===== src/sv/osde_pkg.sv =====
// ----------------------------------------------------------------------------
// osde_pkg
// Shared types and constants of the odometry speed and direction estimator.
// ----------------------------------------------------------------------------
`default_nettype none

package osde_pkg;

    localparam int TIME_W       = 32;
    localparam int HEAD_W       = 17;
    localparam int THR_W        = 16;
    localparam int SPEED_W      = 33;
    localparam int GUARD_BITS   = 20;
    localparam int CORDIC_ITERS = 24;
    localparam int ITER_W       = 5;
    localparam int HWRAP_W      = 18;
    localparam int ANGLE_W      = 34;
    localparam int ATAN_W       = 32;

    localparam logic [THR_W-1:0]   THR_RESET = 16'd328;
    localparam logic [SPEED_W-1:0] SPEED_MAX = {SPEED_W{1'b1}};

    // heading limits in hundredths of a degree
    localparam logic signed [HWRAP_W-1:0] FULL_TURN    = 18'sd36000;
    localparam logic signed [HWRAP_W-1:0] HALF_TURN    = 18'sd18000;
    localparam logic signed [HWRAP_W-1:0] QUARTER_TURN = 18'sd9000;

    // atan(2^-i) in units of 1/65536 hundredth of a degree
    localparam logic [ATAN_W-1:0] ATAN_TAB [CORDIC_ITERS] = '{
        32'd294912000, 32'd174096719, 32'd91987925, 32'd46694507,
        32'd23437865,  32'd11730358,  32'd5866610,  32'd2933484,
        32'd1466764,   32'd733385,    32'd366693,   32'd183347,
        32'd91673,     32'd45837,     32'd22918,    32'd11459,
        32'd5730,      32'd2865,      32'd1432,     32'd716,
        32'd358,       32'd179,       32'd90,       32'd45
    };

    typedef enum logic [2:0] {
        ST_IDLE,
        ST_SQX,
        ST_SQY,
        ST_ROOT,
        ST_DIV,
        ST_DIR,
        ST_OUT
    } t_state;

    typedef enum logic [1:0] {
        CS_IDLE,
        CS_WRAP,
        CS_ROT
    } t_cord_state;

endpackage

`default_nettype wire


===== src/sv/osde_if.sv =====
// ----------------------------------------------------------------------------
// osde_if
// Valid/ready channels: odometry sample, estimate result and threshold write.
// ----------------------------------------------------------------------------
`default_nettype none

interface osde_sample_if #(
    parameter int POS_WIDTH = 16
);
    logic                                  valid;
    logic                                  ready;
    logic [osde_pkg::TIME_W-1:0]           local_time;
    logic [osde_pkg::TIME_W-1:0]           remote_time;
    logic signed [POS_WIDTH-1:0]           pos_x;
    logic signed [POS_WIDTH-1:0]           pos_y;
    logic signed [osde_pkg::HEAD_W-1:0]    heading;

    modport source (output valid, local_time, remote_time, pos_x, pos_y, heading,
                    input ready);
    modport sink   (input valid, local_time, remote_time, pos_x, pos_y, heading,
                    output ready);
endinterface

interface osde_result_if;
    logic                          valid;
    logic                          ready;
    logic [osde_pkg::SPEED_W-1:0]  speed;
    logic                          moving_forward;
    logic                          sample_used;

    modport source (output valid, speed, moving_forward, sample_used, input ready);
    modport sink   (input valid, speed, moving_forward, sample_used, output ready);
endinterface

interface osde_cfg_if;
    logic                        valid;
    logic                        ready;
    logic [osde_pkg::THR_W-1:0]  data;

    modport source (output valid, data, input ready);
    modport sink   (input valid, data, output ready);
endinterface

`default_nettype wire


===== src/sv/osde_sqrt.sv =====
// ----------------------------------------------------------------------------
// osde_sqrt
// Floor integer square root, one root bit (two radicand bits) per cycle.
// ----------------------------------------------------------------------------
`default_nettype none

module osde_sqrt #(
    parameter int OUT_W = 17
) (
    input  wire logic               i_clk,
    input  wire logic               i_rst_n,
    input  wire logic               i_start,
    input  wire logic [2*OUT_W-1:0] i_radicand,
    output logic                    o_done,
    output logic [OUT_W-1:0]        o_root
);
    localparam int CNT_W = $clog2(OUT_W);

    logic                 r_busy, r_done;
    logic [CNT_W-1:0]     r_cnt;
    logic [2*OUT_W-1:0]   r_rad;
    logic [OUT_W+1:0]     r_rem;
    logic [OUT_W-1:0]     r_root;
    logic [OUT_W+3:0]     n_rem_sh;
    logic [OUT_W+3:0]     n_trial;
    logic                 n_take;

    // trial subtraction of (4*root + 1)
    always_comb begin
        n_rem_sh = {r_rem, r_rad[2*OUT_W-1 -: 2]};
        n_trial  = {2'b00, r_root, 2'b01};
        n_take   = (n_rem_sh >= n_trial);
    end

    // control
    always_ff @(posedge i_clk) begin
        if (!i_rst_n) begin
            r_busy <= 1'b0;
            r_done <= 1'b0;
            r_cnt  <= '0;
        end else begin
            r_done <= 1'b0;
            if (i_start) begin
                r_busy <= 1'b1;
                r_cnt  <= '0;
            end else if (r_busy) begin
                r_cnt <= r_cnt + 1'b1;
                if (r_cnt == CNT_W'(OUT_W-1)) begin
                    r_busy <= 1'b0;
                    r_done <= 1'b1;
                end
            end
        end
    end

    // datapath
    always_ff @(posedge i_clk) begin
        if (i_start) begin
            r_rad  <= i_radicand;
            r_rem  <= '0;
            r_root <= '0;
        end else if (r_busy) begin
            r_rad  <= {r_rad[2*OUT_W-3:0], 2'b00};
            r_rem  <= n_take ? (OUT_W+2)'(n_rem_sh - n_trial) : n_rem_sh[OUT_W+1:0];
            r_root <= {r_root[OUT_W-2:0], n_take};
        end
    end

    assign o_done = r_done;
    assign o_root = r_root;

endmodule

`default_nettype wire


===== src/sv/osde_div.sv =====
// ----------------------------------------------------------------------------
// osde_div
// Restoring unsigned divider, one quotient bit per cycle.
// ----------------------------------------------------------------------------
`default_nettype none

module osde_div #(
    parameter int NUM_W = 33,
    parameter int DEN_W = 32
) (
    input  wire logic             i_clk,
    input  wire logic             i_rst_n,
    input  wire logic             i_start,
    input  wire logic [NUM_W-1:0] i_num,
    input  wire logic [DEN_W-1:0] i_den,
    output logic                  o_done,
    output logic [NUM_W-1:0]      o_quot
);
    localparam int CNT_W = $clog2(NUM_W);

    logic               r_busy, r_done;
    logic [CNT_W-1:0]   r_cnt;
    logic [NUM_W-1:0]   r_num;
    logic [DEN_W-1:0]   r_den;
    logic [DEN_W-1:0]   r_rem;
    logic [DEN_W:0]     n_rem_sh;
    logic               n_take;

    always_comb begin
        n_rem_sh = {r_rem, r_num[NUM_W-1]};
        n_take   = (n_rem_sh >= {1'b0, r_den});
    end

    // control
    always_ff @(posedge i_clk) begin
        if (!i_rst_n) begin
            r_busy <= 1'b0;
            r_done <= 1'b0;
            r_cnt  <= '0;
        end else begin
            r_done <= 1'b0;
            if (i_start) begin
                r_busy <= 1'b1;
                r_cnt  <= '0;
            end else if (r_busy) begin
                r_cnt <= r_cnt + 1'b1;
                if (r_cnt == CNT_W'(NUM_W-1)) begin
                    r_busy <= 1'b0;
                    r_done <= 1'b1;
                end
            end
        end
    end

    // dividend shifts out at the top, quotient bits shift in at the bottom
    always_ff @(posedge i_clk) begin
        if (i_start) begin
            r_num <= i_num;
            r_den <= i_den;
            r_rem <= '0;
        end else if (r_busy) begin
            r_num <= {r_num[NUM_W-2:0], n_take};
            r_rem <= n_take ? DEN_W'(n_rem_sh - {1'b0, r_den}) : n_rem_sh[DEN_W-1:0];
        end
    end

    assign o_done = r_done;
    assign o_quot = r_num;

endmodule

`default_nettype wire


===== src/sv/osde_cordic.sv =====
// ----------------------------------------------------------------------------
// osde_cordic
// Direction test: rotates (dx,dy) by -heading, one CORDIC step per cycle,
// and reports whether the rotated x is positive.
// ----------------------------------------------------------------------------
`default_nettype none

module osde_cordic #(
    parameter int D_W = 17
) (
    input  wire logic                                i_clk,
    input  wire logic                                i_rst_n,
    input  wire logic                                i_start,
    input  wire logic signed [D_W-1:0]               i_dx,
    input  wire logic signed [D_W-1:0]               i_dy,
    input  wire logic signed [osde_pkg::HEAD_W-1:0]  i_heading,
    output logic                                     o_done,
    output logic                                     o_forward
);
    localparam int VEC_W = D_W + osde_pkg::GUARD_BITS + 2;

    osde_pkg::t_cord_state                    r_state, n_state;
    logic [osde_pkg::ITER_W-1:0]              r_iter;
    logic                                     r_done;
    logic signed [VEC_W-1:0]                  r_x, r_y;
    logic signed [osde_pkg::ANGLE_W-1:0]      r_z;
    logic signed [osde_pkg::HWRAP_W-1:0]      r_h;
    logic signed [VEC_W-1:0]                  n_xs, n_ys;
    logic signed [osde_pkg::ANGLE_W-1:0]      n_atan;
    logic                                     n_wrap_hi, n_wrap_lo, n_last;

    // next state
    always_comb begin
        n_state = r_state;
        case (r_state)
            osde_pkg::CS_IDLE: if (i_start) n_state = osde_pkg::CS_WRAP;
            osde_pkg::CS_WRAP: if (!n_wrap_hi && !n_wrap_lo) n_state = osde_pkg::CS_ROT;
            osde_pkg::CS_ROT:  if (n_last) n_state = osde_pkg::CS_IDLE;
            default:           n_state = osde_pkg::CS_IDLE;
        endcase
    end

    // step terms
    always_comb begin
        n_wrap_hi = (r_h >= osde_pkg::HALF_TURN);
        n_wrap_lo = (r_h < -osde_pkg::HALF_TURN);
        n_last    = (r_iter == osde_pkg::ITER_W'(osde_pkg::CORDIC_ITERS-1));
        n_xs      = r_x >>> r_iter;
        n_ys      = r_y >>> r_iter;
        n_atan    = $signed({2'b00, osde_pkg::ATAN_TAB[r_iter]});
    end

    always_ff @(posedge i_clk) begin
        if (!i_rst_n) begin
            r_state <= osde_pkg::CS_IDLE;
            r_done  <= 1'b0;
        end else begin
            r_state <= n_state;
            r_done  <= (r_state == osde_pkg::CS_ROT) && n_last;
        end
    end

    // datapath: heading wrap, half-plane fold, then rotation
    always_ff @(posedge i_clk) begin
        case (r_state)
            osde_pkg::CS_IDLE: begin
                if (i_start) begin
                    r_x    <= VEC_W'(i_dx) <<< osde_pkg::GUARD_BITS;
                    r_y    <= VEC_W'(i_dy) <<< osde_pkg::GUARD_BITS;
                    r_h    <= osde_pkg::HWRAP_W'(i_heading);
                    r_iter <= '0;
                end
            end
            osde_pkg::CS_WRAP: begin
                if (n_wrap_hi) begin
                    r_h <= r_h - osde_pkg::FULL_TURN;
                end else if (n_wrap_lo) begin
                    r_h <= r_h + osde_pkg::FULL_TURN;
                end else if (r_h > osde_pkg::QUARTER_TURN) begin
                    r_x <= -r_x;
                    r_y <= -r_y;
                    r_z <= osde_pkg::ANGLE_W'(r_h - osde_pkg::HALF_TURN) <<< 16;
                end else if (r_h < -osde_pkg::QUARTER_TURN) begin
                    r_x <= -r_x;
                    r_y <= -r_y;
                    r_z <= osde_pkg::ANGLE_W'(r_h + osde_pkg::HALF_TURN) <<< 16;
                end else begin
                    r_z <= osde_pkg::ANGLE_W'(r_h) <<< 16;
                end
            end
            osde_pkg::CS_ROT: begin
                if (r_z >= 0) begin
                    r_x <= r_x + n_ys;
                    r_y <= r_y - n_xs;
                    r_z <= r_z - n_atan;
                end else begin
                    r_x <= r_x - n_ys;
                    r_y <= r_y + n_xs;
                    r_z <= r_z + n_atan;
                end
                r_iter <= r_iter + 1'b1;
            end
            default: begin
            end
        endcase
    end

    assign o_done    = r_done;
    assign o_forward = (r_x > 0);

endmodule

`default_nettype wire


===== src/sv/odometry_speed_direction_estimator.sv =====
// ----------------------------------------------------------------------------
// odometry_speed_direction_estimator
// Speed magnitude and travel direction from successive odometry samples.
// ----------------------------------------------------------------------------
// One sample is taken at a time and gives one result. A repeated local time
// or the first (priming) sample goes from acceptance straight to the output
// state. A moving sample runs the squaring states ST_SQX and ST_SQY, the
// square root (one root bit per cycle), the divider (one quotient bit per
// cycle, skipped when the remote time difference is zero) and, when speed is
// above the threshold, the CORDIC (heading wrap and half-plane fold, then 24
// rotation steps), then loads the output register once it is free. A new
// sample is taken while the previous result still waits in the output
// register. The threshold is to be written on its own channel while idle;
// the block itself does not enforce this.
`default_nettype none

module odometry_speed_direction_estimator #(
    parameter int POS_WIDTH = 16,
    parameter int FRAC_BITS = 16
) (
    input  wire logic        i_clk,
    input  wire logic        i_rst_n,
    osde_sample_if.sink      i_sample,
    osde_result_if.source    o_result,
    osde_cfg_if.sink         i_cfg
);
    localparam int D_W   = POS_WIDTH + 1;
    localparam int SQ_W  = 2 * D_W;
    localparam int Q_W   = D_W + FRAC_BITS;
    localparam int CMP_W = (Q_W > osde_pkg::SPEED_W) ? Q_W : osde_pkg::SPEED_W;
    localparam int TW    = osde_pkg::TIME_W;

    osde_pkg::t_state                   r_state, n_state;
    logic                               r_primed;
    logic [TW-1:0]                      r_prev_lt, r_prev_rt, r_dt;
    logic signed [POS_WIDTH-1:0]        r_prev_x, r_prev_y;
    logic signed [D_W-1:0]              r_dx, r_dy;
    logic signed [osde_pkg::HEAD_W-1:0] r_hd;
    logic [SQ_W-1:0]                    r_sq;
    logic [osde_pkg::SPEED_W-1:0]       r_speed;
    logic                               r_fwd, r_used;
    logic [osde_pkg::THR_W-1:0]         r_thr;
    logic                               r_o_valid, r_o_fwd, r_o_used;
    logic [osde_pkg::SPEED_W-1:0]       r_o_speed;

    logic                               n_accept, n_changed, n_load;
    logic [TW-1:0]                      n_d;
    logic signed [SQ_W-1:0]             n_mul;
    logic signed [D_W-1:0]              n_mul_op;
    logic [SQ_W-1:0]                    n_radicand;
    logic                               sqrt_start, sqrt_done;
    logic [D_W-1:0]                     root;
    logic                               div_start, div_done;
    logic [Q_W-1:0]                     quot;
    logic [CMP_W-1:0]                   n_quot_ext;
    logic [osde_pkg::SPEED_W-1:0]       n_speed;
    logic                               cord_start, cord_done, cord_fwd;

    // request handshakes
    always_comb begin
        n_accept  = i_sample.valid && i_sample.ready;
        n_changed = (i_sample.local_time != r_prev_lt);
        n_load    = (r_state == osde_pkg::ST_OUT) && (!r_o_valid || o_result.ready);
        n_d       = i_sample.remote_time - r_prev_rt;
    end

    // shared squarer: dx*dx then dy*dy
    always_comb begin
        n_mul_op   = (r_state == osde_pkg::ST_SQX) ? r_dx : r_dy;
        n_mul      = n_mul_op * n_mul_op;
        n_radicand = r_sq + SQ_W'(n_mul);
    end

    // saturated speed from quotient
    always_comb begin
        n_quot_ext = CMP_W'(quot);
        n_speed    = (n_quot_ext > CMP_W'(osde_pkg::SPEED_MAX)) ? osde_pkg::SPEED_MAX
                                                                : n_quot_ext[osde_pkg::SPEED_W-1:0];
    end

    // next state
    always_comb begin
        n_state = r_state;
        case (r_state)
            osde_pkg::ST_IDLE: begin
                if (n_accept) begin
                    n_state = (n_changed && r_primed) ? osde_pkg::ST_SQX : osde_pkg::ST_OUT;
                end
            end
            osde_pkg::ST_SQX:  n_state = osde_pkg::ST_SQY;
            osde_pkg::ST_SQY:  n_state = osde_pkg::ST_ROOT;
            osde_pkg::ST_ROOT: begin
                if (sqrt_done) begin
                    n_state = (r_dt == '0) ? osde_pkg::ST_OUT : osde_pkg::ST_DIV;
                end
            end
            osde_pkg::ST_DIV: begin
                if (div_done) begin
                    n_state = (n_speed > osde_pkg::SPEED_W'(r_thr)) ? osde_pkg::ST_DIR
                                                                     : osde_pkg::ST_OUT;
                end
            end
            osde_pkg::ST_DIR:  if (cord_done) n_state = osde_pkg::ST_OUT;
            osde_pkg::ST_OUT:  if (n_load) n_state = osde_pkg::ST_IDLE;
            default:           n_state = osde_pkg::ST_IDLE;
        endcase
    end

    // sequencer outputs
    always_comb begin
        i_sample.ready = (r_state == osde_pkg::ST_IDLE);
        sqrt_start     = (r_state == osde_pkg::ST_SQY);
        div_start      = (r_state == osde_pkg::ST_ROOT) && sqrt_done && (r_dt != '0);
        cord_start     = (r_state == osde_pkg::ST_DIV) && div_done
                         && (n_speed > osde_pkg::SPEED_W'(r_thr));
    end

    // control state
    always_ff @(posedge i_clk) begin
        if (!i_rst_n) begin
            r_state   <= osde_pkg::ST_IDLE;
            r_primed  <= 1'b0;
            r_prev_lt <= '0;
            r_prev_rt <= '0;
            r_prev_x  <= '0;
            r_prev_y  <= '0;
            r_speed   <= '0;
            r_fwd     <= 1'b1;
            r_thr     <= osde_pkg::THR_RESET;
            r_o_valid <= 1'b0;
        end else begin
            r_state <= n_state;
            if (i_cfg.valid && i_cfg.ready) begin
                r_thr <= i_cfg.data;
            end
            if (n_accept && n_changed) begin
                r_primed  <= 1'b1;
                r_prev_lt <= i_sample.local_time;
                r_prev_rt <= i_sample.remote_time;
                r_prev_x  <= i_sample.pos_x;
                r_prev_y  <= i_sample.pos_y;
            end
            if ((r_state == osde_pkg::ST_ROOT) && sqrt_done && (r_dt == '0)) begin
                r_speed <= '0;
            end
            if ((r_state == osde_pkg::ST_DIV) && div_done) begin
                r_speed <= n_speed;
            end
            if ((r_state == osde_pkg::ST_DIR) && cord_done) begin
                r_fwd <= cord_fwd;
            end
            if (n_load) begin
                r_o_valid <= 1'b1;
            end else if (o_result.ready) begin
                r_o_valid <= 1'b0;
            end
        end
    end

    // sample payload and output register
    always_ff @(posedge i_clk) begin
        if (n_accept) begin
            r_used <= n_changed;
            r_dx   <= D_W'(i_sample.pos_x) - D_W'(r_prev_x);
            r_dy   <= D_W'(i_sample.pos_y) - D_W'(r_prev_y);
            r_hd   <= i_sample.heading;
            r_dt   <= n_d[TW-1] ? (TW'(0) - n_d) : n_d;
        end
        if (r_state == osde_pkg::ST_SQX) begin
            r_sq <= SQ_W'(n_mul);
        end
        if (n_load) begin
            r_o_speed <= r_speed;
            r_o_fwd   <= r_fwd;
            r_o_used  <= r_used;
        end
    end

    osde_sqrt #(.OUT_W(D_W)) u_sqrt (
        .i_clk      (i_clk),
        .i_rst_n    (i_rst_n),
        .i_start    (sqrt_start),
        .i_radicand (n_radicand),
        .o_done     (sqrt_done),
        .o_root     (root)
    );

    osde_div #(.NUM_W(Q_W), .DEN_W(TW)) u_div (
        .i_clk   (i_clk),
        .i_rst_n (i_rst_n),
        .i_start (div_start),
        .i_num   ({root, {FRAC_BITS{1'b0}}}),
        .i_den   (r_dt),
        .o_done  (div_done),
        .o_quot  (quot)
    );

    osde_cordic #(.D_W(D_W)) u_cordic (
        .i_clk     (i_clk),
        .i_rst_n   (i_rst_n),
        .i_start   (cord_start),
        .i_dx      (r_dx),
        .i_dy      (r_dy),
        .i_heading (r_hd),
        .o_done    (cord_done),
        .o_forward (cord_fwd)
    );

    assign i_cfg.ready             = 1'b1;
    assign o_result.valid          = r_o_valid;
    assign o_result.speed          = r_o_speed;
    assign o_result.moving_forward = r_o_fwd;
    assign o_result.sample_used    = r_o_used;

endmodule

`default_nettype wire


===== src/flat_wrapper.sv =====
// flat-port wrapper written by rule: the top's interface ports become plain ports
module odometry_speed_direction_estimator_flat 
#(
    parameter int POS_WIDTH = 16,
    parameter int FRAC_BITS = 16
)
  (i_clk, i_rst_n, i_sample_valid, i_sample_local_time, i_sample_remote_time, i_sample_pos_x, i_sample_pos_y, i_sample_heading, i_sample_ready, o_result_valid, o_result_speed, o_result_moving_forward, o_result_sample_used, o_result_ready, i_cfg_valid, i_cfg_data, i_cfg_ready);
  osde_sample_if #(.POS_WIDTH(POS_WIDTH)) i_sample_i ();
  osde_result_if o_result_i ();
  osde_cfg_if i_cfg_i ();
  input  wire logic i_clk;
  input  wire logic i_rst_n;
  input wire logic [$bits(i_sample_i.valid)-1:0] i_sample_valid;
  input wire logic [$bits(i_sample_i.local_time)-1:0] i_sample_local_time;
  input wire logic [$bits(i_sample_i.remote_time)-1:0] i_sample_remote_time;
  input wire logic [$bits(i_sample_i.pos_x)-1:0] i_sample_pos_x;
  input wire logic [$bits(i_sample_i.pos_y)-1:0] i_sample_pos_y;
  input wire logic [$bits(i_sample_i.heading)-1:0] i_sample_heading;
  output wire logic [$bits(i_sample_i.ready)-1:0] i_sample_ready;
  output wire logic [$bits(o_result_i.valid)-1:0] o_result_valid;
  output wire logic [$bits(o_result_i.speed)-1:0] o_result_speed;
  output wire logic [$bits(o_result_i.moving_forward)-1:0] o_result_moving_forward;
  output wire logic [$bits(o_result_i.sample_used)-1:0] o_result_sample_used;
  input wire logic [$bits(o_result_i.ready)-1:0] o_result_ready;
  input wire logic [$bits(i_cfg_i.valid)-1:0] i_cfg_valid;
  input wire logic [$bits(i_cfg_i.data)-1:0] i_cfg_data;
  output wire logic [$bits(i_cfg_i.ready)-1:0] i_cfg_ready;
  assign i_sample_i.valid = i_sample_valid;
  assign i_sample_i.local_time = i_sample_local_time;
  assign i_sample_i.remote_time = i_sample_remote_time;
  assign i_sample_i.pos_x = i_sample_pos_x;
  assign i_sample_i.pos_y = i_sample_pos_y;
  assign i_sample_i.heading = i_sample_heading;
  assign i_sample_ready = i_sample_i.ready;
  assign o_result_valid = o_result_i.valid;
  assign o_result_speed = o_result_i.speed;
  assign o_result_moving_forward = o_result_i.moving_forward;
  assign o_result_sample_used = o_result_i.sample_used;
  assign o_result_i.ready = o_result_ready;
  assign i_cfg_i.valid = i_cfg_valid;
  assign i_cfg_i.data = i_cfg_data;
  assign i_cfg_ready = i_cfg_i.ready;
  odometry_speed_direction_estimator #(.POS_WIDTH(POS_WIDTH), .FRAC_BITS(FRAC_BITS)) u_core (.i_clk(i_clk), .i_rst_n(i_rst_n), .i_sample(i_sample_i), .o_result(o_result_i), .i_cfg(i_cfg_i));
endmodule

===== config.mk =====
export PLATFORM = sky130hd
export DESIGN_NAME = odometry_speed_direction_estimator_flat
export DESIGN_NICKNAME = d
export VERILOG_FILES = /design/src/sv/osde_pkg.sv /design/src/sv/osde_if.sv /design/src/sv/osde_sqrt.sv /design/src/sv/osde_div.sv /design/src/sv/osde_cordic.sv /design/src/sv/odometry_speed_direction_estimator.sv /design/src/flat_wrapper.sv
export SDC_FILE = /design/constraint.sdc
export NUM_CORES = 2
export LEC_CHECK = 0
export ABC_AREA = 1
export BUFFER_PORTS_ARGS = -buffer_cell sky130_fd_sc_hd__clkbuf_2
export CORE_MARGIN = 2
export CORE_UTILIZATION = 45
export DETAILED_ROUTE_END_ITERATION = 10
export GPL_ROUTABILITY_DRIVEN = 1
export MAX_ROUTING_LAYER = met4
export SLEW_MARGIN = 20
export SYNTH_ARGS = -nofsm -noshare
export SYNTH_HDL_FRONTEND = slang
export SYNTH_SLANG_ARGS = --single-unit
export TNS_END_PERCENT = 100

===== constraint.sdc =====
create_clock -name i_clk -period 30.6 [get_ports i_clk]
set_input_delay 3.06 -clock i_clk [delete_from_list [all_inputs] [get_ports i_clk]]
set_output_delay 3.06 -clock i_clk [all_outputs]
set_load 0.02 [all_outputs]

==> impl_metrics.env <==
export IMPL_hold_viol=0
export IMPL_synth_avg_cell_area_um2=7.30
export IMPL_rows=132
export IMPL_grt_ovfl_total=0
export IMPL_cp_depth=37
export IMPL_core_um2=129000
export IMPL_ant_nets=0
export IMPL_synth_seq_cells=623
export IMPL_vias_per_cell=5.45
export IMPL_yosysSeqAreaShare_pct=27.7
export IMPL_tightestPinTransition_ns=1.00
export IMPL_cap_violations=0
export IMPL_cp_startpoint="u_core.r_state[0]"
export IMPL_multiInputGateArea_um2=36100
export IMPL_path_max_fanout=34
export IMPL_startpoint_type="flip-flop"
export IMPL_grt_max_degree=91
export IMPL_status="complete, no violations"
export IMPL_synth_top_flop_cell="edfxtp_1"
export IMPL_io_pins=172
export IMPL_r2r_start="u_core.r_state[0]"
export IMPL_syn_inst=7992
export IMPL_tritoncts="built"
export IMPL_slew_headroom_pct=33.2
export IMPL_synth_nets=8796
export IMPL_synth_edf_count=370
export IMPL_reg2reg_slack_ns=19.60
export IMPL_clk_latency_ns=0.71
export IMPL_final_cells=9845
export IMPL_wl_met2_um=76100
export IMPL_firstDrtPassIters=8
export IMPL_drt_iter0_drc=5238
export IMPL_rr_endpoint="u_core.u_sqrt.r_rad[32]"
export IMPL_vias=53600
export IMPL_yosys_warnings=0
export IMPL_rsz0062_at_grt="no"
export IMPL_area_growth_pct=8.50
export IMPL_grt_usage_pct=27.6
export IMPL_gp_congestion=1.01
export IMPL_cp_required_ns=31.05
export IMPL_wl_per_cell_um=18.4
export IMPL_cts_inserted_buffers=77
export IMPL_routed_top_layer="met4"
export IMPL_placedCellCount=9697
export IMPL_final_core_util_pct=49.0
export IMPL_synthArstFlopShare_pct=0
export IMPL_layout_common_cells="1470 x nand2_1, 1279 x inv_1, 728 x nor2_1"
export IMPL_start_util_pct=45.2
export IMPL_period_share_pct=35.9
export IMPL_regArea_um2=16200
export IMPL_critPathArrivalTime_ns=11.44
export IMPL_clock_root_buffer="clkbuf_16"
export IMPL_wl_met3_um=14500
export IMPL_num_nets_final=8838
export IMPL_min_period_ns=11.00
export IMPL_hp_start="u_core.r_used"
export IMPL_endpoint="u_core.u_sqrt.r_rad[32]"
export IMPL_cts_resized=0
export IMPL_wl_um=181000
export IMPL_r2r_cells=37
export IMPL_slowest_delay_ns=0.87
export IMPL_route_detailed_drc=0
export IMPL_die_x_um=364
export IMPL_max_freq_mhz=90.9
export IMPL_die_area_um2=133000
export IMPL_postCtsSetupRepairBufs=0
export IMPL_fin_skew_ns=0.0402
export IMPL_critPathKind="reg2reg"
export IMPL_min_path_type="reg2reg"
export IMPL_slew_violations=0
export IMPL_cts_sinks=623
export IMPL_end_kind="flip-flop"
export IMPL_antenna_found_initial=11
export IMPL_clkSlewWorstSetupHoldPaths_ns=0.06
export IMPL_slowest_stage="o21ai_1"
export IMPL_cts_max_level=3
export IMPL_crit_family="adder cells"
export IMPL_hold_buffers=0
export IMPL_fin_tns_setup_ns=0
export IMPL_cts_max_path_buffers=3
export IMPL_synth_area_um2=58400
export IMPL_cp_common_cell="inv_1"
export IMPL_hpwl_um=141000
export IMPL_fp_dieH_um=364
export IMPL_met1_length_um=86800
export IMPL_finalSetupViolCount=0
export IMPL_grt_pass1_wl_um=282000
export IMPL_fillers=13000
export IMPL_final_layout_size_suffix_gt1_share_pct=6.57
export IMPL_numPortBuffers=170
export IMPL_grt_pass1_vias=50500
export IMPL_synth_cell_types=77
export IMPL_final_common_cell="nand2_1"
export IMPL_cp_num_buf_inv=11
layout make-up:
cell class	instances	area share (%)
Clock buffer	107	3.60
Clock inverter	35	0.630
Timing Repair Buffer	226	2.01
Multi-Input combinational cell	5793	57.0
Antenna cell	6	0.0237
Sequential cell	623	25.5
Tap cell	1742	3.44
Inverter	1313	7.79
worst register-to-register path, delay by kind of cell (launching register included):
kind                       cells  cell delay [ns]
AOI/OAI and AO/OA             11             3.51
DFF                            1             0.42
adders and majority gates      8             3.51
and+or+nand+nor                6             0.77
buffers and inverters         11             2.34
xor gates and xnor gates       1             0.18
synthesized netlist by cell type, types with 85 or more instances:
| master | n | area (um2) |
|---|---|---|
| a21oi_1 | 649 | 3250 |
| clkbuf_1 | 163 | 612 |
| dfxtp_1 | 253 | 5060 |
| edfxtp_1 | 370 | 11100 |
| fa_1 | 277 | 5550 |
| ha_1 | 393 | 4920 |
| inv_1 | 1281 | 4810 |
| nand2_1 | 1471 | 5520 |
| nand3_1 | 552 | 2760 |
| nand4_1 | 90 | 563 |
| nor2_1 | 732 | 2750 |
| o21ai_0 | 562 | 2810 |
| o22ai_1 | 85 | 532 |
| xnor2_1 | 113 | 990 |
| xor2_1 | 181 | 1590 |
cell families after synthesis:
group	after synthesis	share of synthesized area [%]
AOI/OAI and AO/OA	1694	16.2
DFF	623	27.7
xor gates and xnor gates	296	4.47
adders and majority gates	670	17.9
other	1	0.00642
and+or+nand+nor	3131	23.0
buffers and inverters	1576	10.6
muxes	1	0.0193
per-layer routing:
layer | up-vias | track usage (%)
met5 | - | -
met4 | 0 | 6.23
met3 | 216 | 4.85
met2 | 1799 | 40.1
met1 | 25000 | 39.8
li1 | 26600 | -
worst min-delay path by stage:
stage | cells past startpoint | end
after floorplan | 0 | u_core.o_result.sample_used
after global placement | 0 | u_core.o_result.sample_used
after detailed placement | 0 | u_core.o_result.sample_used
after CTS | 0 | u_core.o_result.speed[26]
after global routing | 0 | u_core.o_result.sample_used
final | 0 | u_core.o_result.sample_used
through the flow:
| step | instance area [um2] | worst slack, ns | hold WS (ns) |
|---|---|---|---|
| floorplan | 58400 | 20.28 | 0.400 |
| global placement | 60600 | 19.77 | 0.403 |
| detailed placement | 60600 | 19.67 | 0.408 |
| CTS | 63300 | 19.64 | 0.427 |
| global route | 63300 | 18.54 | 0.430 |
| finish | 63300 | 19.60 | 0.422 |
flip-flops by register name (all words and copies together) (netlist names), 33 cells and up:
name	cells
u_core.o_result.speed	33
u_core.r_speed	33
u_core.r_sq	33
u_core.u_cordic.r_x	39
u_core.u_cordic.r_y	39
u_core.u_cordic.r_z	34
u_core.u_div.o_quot	33
u_core.u_sqrt.r_rad	34
Power is not shown: default switching activity piles up to over one toggle a cycle in this logic, so the estimate is an artifact.
